--- config.mk ---
export PLATFORM = sky130hd
export DESIGN_NAME = button_debounce_press_classifier
export DESIGN_NICKNAME = d
export VERILOG_FILES = /design/src/rtl/bdpc_pkg.sv /design/src/rtl/button_debounce_press_classifier.sv
export SDC_FILE = /design/constraint.sdc
export NUM_CORES = 1
export LEC_CHECK = 0
export BUFFER_PORTS_ARGS = -buffer_cell sky130_fd_sc_hd__buf_2
export CORE_MARGIN = 4
export CORE_UTILIZATION = 30
export DETAILED_ROUTE_END_ITERATION = 8
export PLACE_DENSITY = 0.43
export SKIP_CTS_REPAIR_TIMING = 1
export SYNTH_ARGS = -nofsm -noshare
export SYNTH_HDL_FRONTEND = slang
export SYNTH_SLANG_ARGS = --single-unit
--- constraint.sdc ---
create_clock -name clk -period 9.14 [get_ports clk]
set_input_delay 1.371 -clock clk [delete_from_list [all_inputs] [get_ports clk]]
set_output_delay 1.371 -clock clk [all_outputs]
set_load 0.05 [all_outputs]
--- src/rtl/bdpc_pkg.sv ---
// ----------------------------------------------------------------------------
// bdpc_pkg
// Types and constants for the button debounce and press classifier.
// ----------------------------------------------------------------------------
`default_nettype none

package bdpc_pkg;

  localparam int TIME_BITS = 32;
  localparam int CFG_BITS  = 16;

  typedef logic [TIME_BITS-1:0] time_t;
  typedef logic [CFG_BITS-1:0]  cfg_word_t;

  // register indexes
  typedef logic [0:0] cfg_addr_t;
  localparam cfg_addr_t REG_DEB_TIME  = 1'd0;
  localparam cfg_addr_t REG_LONG_TIME = 1'd1;

  localparam cfg_word_t DEB_TIME_RST  = 16'd25;
  localparam cfg_word_t LONG_TIME_RST = 16'd600;

  // item kinds
  localparam logic KIND_SAMPLE = 1'b0;
  localparam logic KIND_TAKE   = 1'b1;

  // button levels (active low)
  localparam logic LEVEL_PRESSED  = 1'b0;
  localparam logic LEVEL_RELEASED = 1'b1;

  // press codes
  typedef logic [1:0] press_t;
  localparam press_t PEND_NONE  = 2'd0;
  localparam press_t PEND_SHORT = 2'd1;
  localparam press_t PEND_LONG  = 2'd2;

  typedef struct packed {
    logic        kind;
    logic        level;
    logic [31:0] now_ms;
  } in_word_t;

  typedef struct packed {
    press_t press;
    logic   stable_level;
  } out_word_t;

endpackage

`default_nettype wire

--- src/rtl/button_debounce_press_classifier.sv ---
// ----------------------------------------------------------------------------
// button_debounce_press_classifier
// Debounces timestamped button samples and classifies short and long presses.
// ----------------------------------------------------------------------------
// From input accept to result valid the word passes the input reg, then the result reg.
// Throughput: one word per cycle; a take word stalls only while the result
// register is full and not being taken.
// Reset: synchronous; debounced level released, timers zero, no pending press,
// debounce time 25 ms, long-press time 600 ms.
`default_nettype none

module button_debounce_press_classifier (
  input  wire logic                clk,
  input  wire logic                rst,
  input  wire logic                in_valid,
  output logic                     in_ready,
  input  wire bdpc_pkg::in_word_t  in_data,
  output logic                     out_valid,
  input  wire logic                out_ready,
  output bdpc_pkg::out_word_t      out_data,
  input  wire logic                cfg_wr_en,
  input  wire bdpc_pkg::cfg_addr_t cfg_addr,
  input  wire bdpc_pkg::cfg_word_t cfg_wdata
);
  import bdpc_pkg::*;

  cfg_word_t deb_time;
  cfg_word_t long_time;

  logic   debounced_level;
  logic   last_raw_level;
  time_t  raw_change_time;
  time_t  press_start_time;
  logic   long_reported;
  press_t pending_press;

  logic     s1_valid;
  in_word_t s1_data;
  logic     s1_fire;
  logic     s1_take;

  logic   debounced_level_next;
  logic   last_raw_level_next;
  time_t  raw_change_time_next;
  time_t  press_start_time_next;
  logic   long_reported_next;
  press_t pending_press_next;

  time_t  now_t;
  time_t  raw_elapsed;
  time_t  hold_elapsed;
  logic   raw_changed;
  logic   accept_level;

  // config
  always_ff @(posedge clk) begin
    if (rst) begin
      deb_time  <= DEB_TIME_RST;
      long_time <= LONG_TIME_RST;
    end else if (cfg_wr_en) begin
      unique case (cfg_addr)
        REG_DEB_TIME:  deb_time  <= cfg_wdata;
        REG_LONG_TIME: long_time <= cfg_wdata;
        default: ;
      endcase
    end
  end

  // input register
  assign s1_take  = (s1_data.kind == KIND_TAKE);
  assign s1_fire  = s1_valid && (!s1_take || !out_valid || out_ready);
  assign in_ready = !s1_valid || s1_fire;

  always_ff @(posedge clk) begin
    if (rst) begin
      s1_valid <= 1'b0;
    end else if (in_ready) begin
      s1_valid <= in_valid;
    end
  end

  always_ff @(posedge clk) begin
    if (in_ready && in_valid) begin
      s1_data <= in_data;
    end
  end

  // sample and take processing
  assign now_t       = TIME_BITS'(s1_data.now_ms);
  assign raw_changed = (s1_data.level != last_raw_level);
  assign raw_elapsed = now_t - raw_change_time;
  assign accept_level = (s1_data.level != debounced_level) && !raw_changed &&
                        (raw_elapsed > TIME_BITS'(deb_time));

  always_comb begin
    debounced_level_next  = debounced_level;
    last_raw_level_next   = last_raw_level;
    raw_change_time_next  = raw_change_time;
    press_start_time_next = press_start_time;
    long_reported_next    = long_reported;
    pending_press_next    = pending_press;
    if (s1_take) begin
      pending_press_next = PEND_NONE;
    end else begin
      if (raw_changed) begin
        last_raw_level_next  = s1_data.level;
        raw_change_time_next = now_t;
      end
      if (accept_level) begin
        debounced_level_next = s1_data.level;
        if (s1_data.level == LEVEL_PRESSED) begin
          press_start_time_next = now_t;
          long_reported_next    = 1'b0;
        end else if (!long_reported) begin
          pending_press_next = PEND_SHORT;
        end
      end
      if (debounced_level_next == LEVEL_PRESSED && !long_reported_next &&
          hold_elapsed >= TIME_BITS'(long_time)) begin
        long_reported_next = 1'b1;
        pending_press_next = PEND_LONG;
      end
    end
  end

  assign hold_elapsed = now_t - press_start_time_next;

  always_ff @(posedge clk) begin
    if (rst) begin
      debounced_level  <= LEVEL_RELEASED;
      last_raw_level   <= LEVEL_RELEASED;
      raw_change_time  <= '0;
      press_start_time <= '0;
      long_reported    <= 1'b0;
      pending_press    <= PEND_NONE;
    end else if (s1_fire) begin
      debounced_level  <= debounced_level_next;
      last_raw_level   <= last_raw_level_next;
      raw_change_time  <= raw_change_time_next;
      press_start_time <= press_start_time_next;
      long_reported    <= long_reported_next;
      pending_press    <= pending_press_next;
    end
  end

  // result register
  always_ff @(posedge clk) begin
    if (rst) begin
      out_valid <= 1'b0;
    end else if (s1_fire && s1_take) begin
      out_valid <= 1'b1;
    end else if (out_ready) begin
      out_valid <= 1'b0;
    end
  end

  always_ff @(posedge clk) begin
    if (s1_fire && s1_take) begin
      out_data.press        <= pending_press;
      out_data.stable_level <= debounced_level;
    end
  end

`ifndef SYNTHESIS
  a_take_clears: assert property (@(posedge clk) disable iff (rst)
    s1_fire && s1_take |=> pending_press == PEND_NONE)
    else $error("pending press not cleared by take");

  a_stall_cause: assert property (@(posedge clk) disable iff (rst)
    !in_ready |-> s1_valid && s1_take && out_valid && !out_ready)
    else $error("input stalled without a blocked take");

  a_level_source: assert property (@(posedge clk) disable iff (rst)
    $past(!rst) && (debounced_level != $past(debounced_level)) |->
      $past(s1_fire && !s1_take))
    else $error("debounced level changed without a sample");

  a_result_source: assert property (@(posedge clk) disable iff (rst)
    $past(!rst) && $rose(out_valid) |-> $past(s1_fire && s1_take))
    else $error("result appeared without a take");
`endif

endmodule

`default_nettype wire
==> run_results.csv <==
group,metric,value,unit
floorplanning,row_count,68,
sta,period_share,98.2,%
grt,use_met3,2.29,%
floorplanning,initial_core_util,30.5,%
sta,period_needed,8.97,ns
layout,nNetsFinal,1652,
synthesis,synth_edf_count,37,
synthesis,ys_seq_area_share,30.1,%
sta,rsz0062_at_grt,"yes",
synthesis,synth_top_area_share,19.6,%
power_and_ir_drop,leakage,0.00508,µW
floorplanning,die-area,38100,µm²
route,drtAntennaViolNets,0,
sta,setup_slack,0.167,ns
grt,grtUsageMet2,29.9,%
layout,finalNonFillerCells,1971,
clock_tree,cts.sink_count,140,
setup_path,critPathKind,"flop to flop",
setup_path,slowest_delay,0.46,ns
setup_path,path_max_fanout,7,
power_and_ir_drop,power.total,2020,µW
grt,grt_max_degree,60,
setup_path,crit_buf_inv,2,
place,gp_congestion,0.932,
hold_path,hold_class,"flop to flop",
layout,drive_gt1_share,21.9,%
setup_path,path_delay_family,"simple AND/OR/NAND/NOR gates",
sta,worst_pin_slew,1.15,ns
status,outcome,"finished, final reports clean",
sta,skew,0.0126,ns
synthesis,ys_seq_elements,140,
clock_tree,clk_pin_slew,0.07,ns
clock_tree,cts_root_buf,"clkbuf_16",
synthesis,yosys.area.top_type,"dfxtp_1",
route,wl_per_cell,18.1,µm
layout,syn2layout_area_growth,26.3,%
power_and_ir_drop,cellPowerDensity,152,nW/µm²
layout,diodes,0,
synthesis,syn_inst,1347,
route,via_count,10000,
synthesis,synth_cell_types,94,
power_and_ir_drop,pwr-share-clk,37.4,%
floorplanning,die_y,195,µm
clock_tree,htree_levels,4,
place,place_worst_setup_slack,-0.588,ns
job,max_cap_violations,0,
sta,final_hold_viol_count,0,
place,dp.cells,1929,
power_and_ir_drop,power.net_switching,641,µW
sta,maxSlewViolCount,0,
floorplanning,core_area,34500,µm²
power_and_ir_drop,intPower,1380,µW
grt,overflow,0,
setup_path,critical-path-slowest-cell,"edfxtp_1",
clock_tree,cts_tree,"yes",
power_and_ir_drop,pwr-share-comb,28.5,%
synthesis,yosys_warnings,0,
synthesis,ys.flop_type,"dfxtp_1",
sta,fin_setup_tns,0,ns
layout,post-route-util,38.5,%
clock_tree,cts_buffers,17,
place,port_buffers,60,
grt,grt_pass1_vias,9969,
setup_path,worstPathRequired,9.51,ns
grt,grt_pass1_wl,55800,µm
grt,antenna_found_initial,0,
grt,grt_usage,18.4,%
sta,max_slew_margin,23.0,%
floorplanning,pin_count,61,
setup_path,endpoint_kind,"flop",
grt,grt-busiest-layer,"met2",
route,drt_iter0_drc,536,
sta,setup_viol,0,
clock_tree,clock_latency,0.44,ns
power_and_ir_drop,sw_frac_of_total,31.8,%
route,dr.pass1.iters,5,
route,drt-vias-per-instance,5.09,
power_and_ir_drop,seqPwrFrac,34.1,%
grt,grtUsageMet1,26.2,%
sta,fmax,0.111,GHz
setup_path,cp.arrival,9.34,ns
place,post-dp-hpwl,28000,µm
clock_tree,clock_path_buffers,2,
route,routed_wl,35700,µm
synthesis,synthTopCellsByArea,"dfxtp_1, ha_1, edfxtp_1",
synthesis,ys_async_sr_fraction,0,%
setup_path,worst_setup_path_start_kind,"flop",
route,route.detailed.drc,0,
synthesis,syn_nets,1496,
synthesis,netlist_area,10500,µm²
power_and_ir_drop,vdd_ir_drop_max,0.128,mV
synthesis,synth.avg_cell_area,7.81,µm²
floorplanning,die_w,195,µm
[sequential cells by signal, indices dropped and copies added (netlist names), 2 cells and up]
signal	count
deb_time	16
long_time	16
now_t	32
out_data	3
pending_press	2
press_start_time	32
raw_change_time	32
[placed cells by master, fill, tap and decap left out, types with 27 or more instances in the layout]
cell      synthesis  routed
a211oi_1         34      34
o21ai_0          40      36
dfxtp_1         103     102
a21oi_1         153     142
mux2i_1          33      27
buf_2             8      59
buf_4             1     135
inv_1            92      90
ha_1             91      80
nand2_1         225     224
a21o_1           31      31
nor2_1          102      99
edfxtp_1         37      37
[power by group through the flow]
stage | clock (µW) | sequential [µW] | combinational (µW)
floorplan | 0 | 694 | 357
detailed placement | 0 | 700 | 538
finish | 755 | 687 | 574
global placement | 0 | 699 | 539
CTS | 782 | 686 | 541
global route | 803 | 690 | 641
[cell type report]
cell class | instances | area (µm²)
multi-input combinational | 1055 | 7230
tap | 455 | 569
clock buffer | 24 | 537
inverter | 94 | 353
fill | 3656 | 21200
clock inverter | 8 | 100
sequential | 140 | 3170
timing repair buffer | 195 | 1330
[worst reg2reg max path, delay by kind of cell, from the launching register on]
family | cells | cell delay (ns)
fa+ha+maj | 5 | 1.45
xor+xnor | 2 | 0.27
buf+inv | 2 | 0.34
compound gates | 14 | 2.53
simple gates | 20 | 3.60
flops | 1 | 0.46
mux | 1 | 0.26
[cell usage after synthesis (7+ instances only)]
master,instances
o21ai_0,40
xnor2_1,24
nand2b_1,21
nand3_1,24
nand2_1,225
nor4_1,10
a21oi_1,153
a31oi_1,10
nor3_1,23
o211ai_1,19
o21a_1,11
ha_1,91
o21bai_1,7
inv_1,92
a21o_1,31
xor2_1,15
dfxtp_1,103
a211oi_1,34
edfxtp_1,37
nor2_1,102
clkbuf_1,43
nand4_1,17
nor2b_1,17
o21ai_1,8
or3_1,11
mux2i_1,33
buf_2,8
[stage by stage]
step,area (µm²),hold WS (ns)
after CTS,12800,0.454
after global routing,13300,0.463
after global placement,12200,0.434
after detailed placement,12200,0.418
after floorplan,10600,0.403
final,13300,0.454
[metal layers]
| layer | wire [µm] | up-vias | part of all wire [%] |
|---|---|---|---|
| li1 | - | 5135 | - |
| met4 | 412 | 0 | 1.2 |
| met5 | 0 | - | 0 |
| met2 | 16600 | 132 | 46 |
| met1 | 17900 | 4746 | 50 |
| met3 | 816 | 26 | 2.3 |
[kinds of logic after synthesis]
kind of cell | Yosys count | synth area share [%]
compound gates | 388 | 23.6
fa+ha+maj | 94 | 11.3
mux | 37 | 3.57
flops | 140 | 30.1
simple gates | 497 | 22.3
buf+inv | 152 | 5.80
xor+xnor | 39 | 3.25
[path summary, 6_finish.rpt]
| kind | from | to | slack (ns) | depth (start not counted) |
|---|---|---|---|---|
| max | now_t[3] | pending_press[0] | 0.17 | 44 |
| min | pending_press[1] | out_data[2] | 0.45 | 0 |
| max reg2reg | now_t[3] | pending_press[0] | 0.17 | 44 |
| min reg2reg | pending_press[1] | out_data[2] | 0.45 | 0 |
Note: power is estimated with default switching activity, not from simulation.
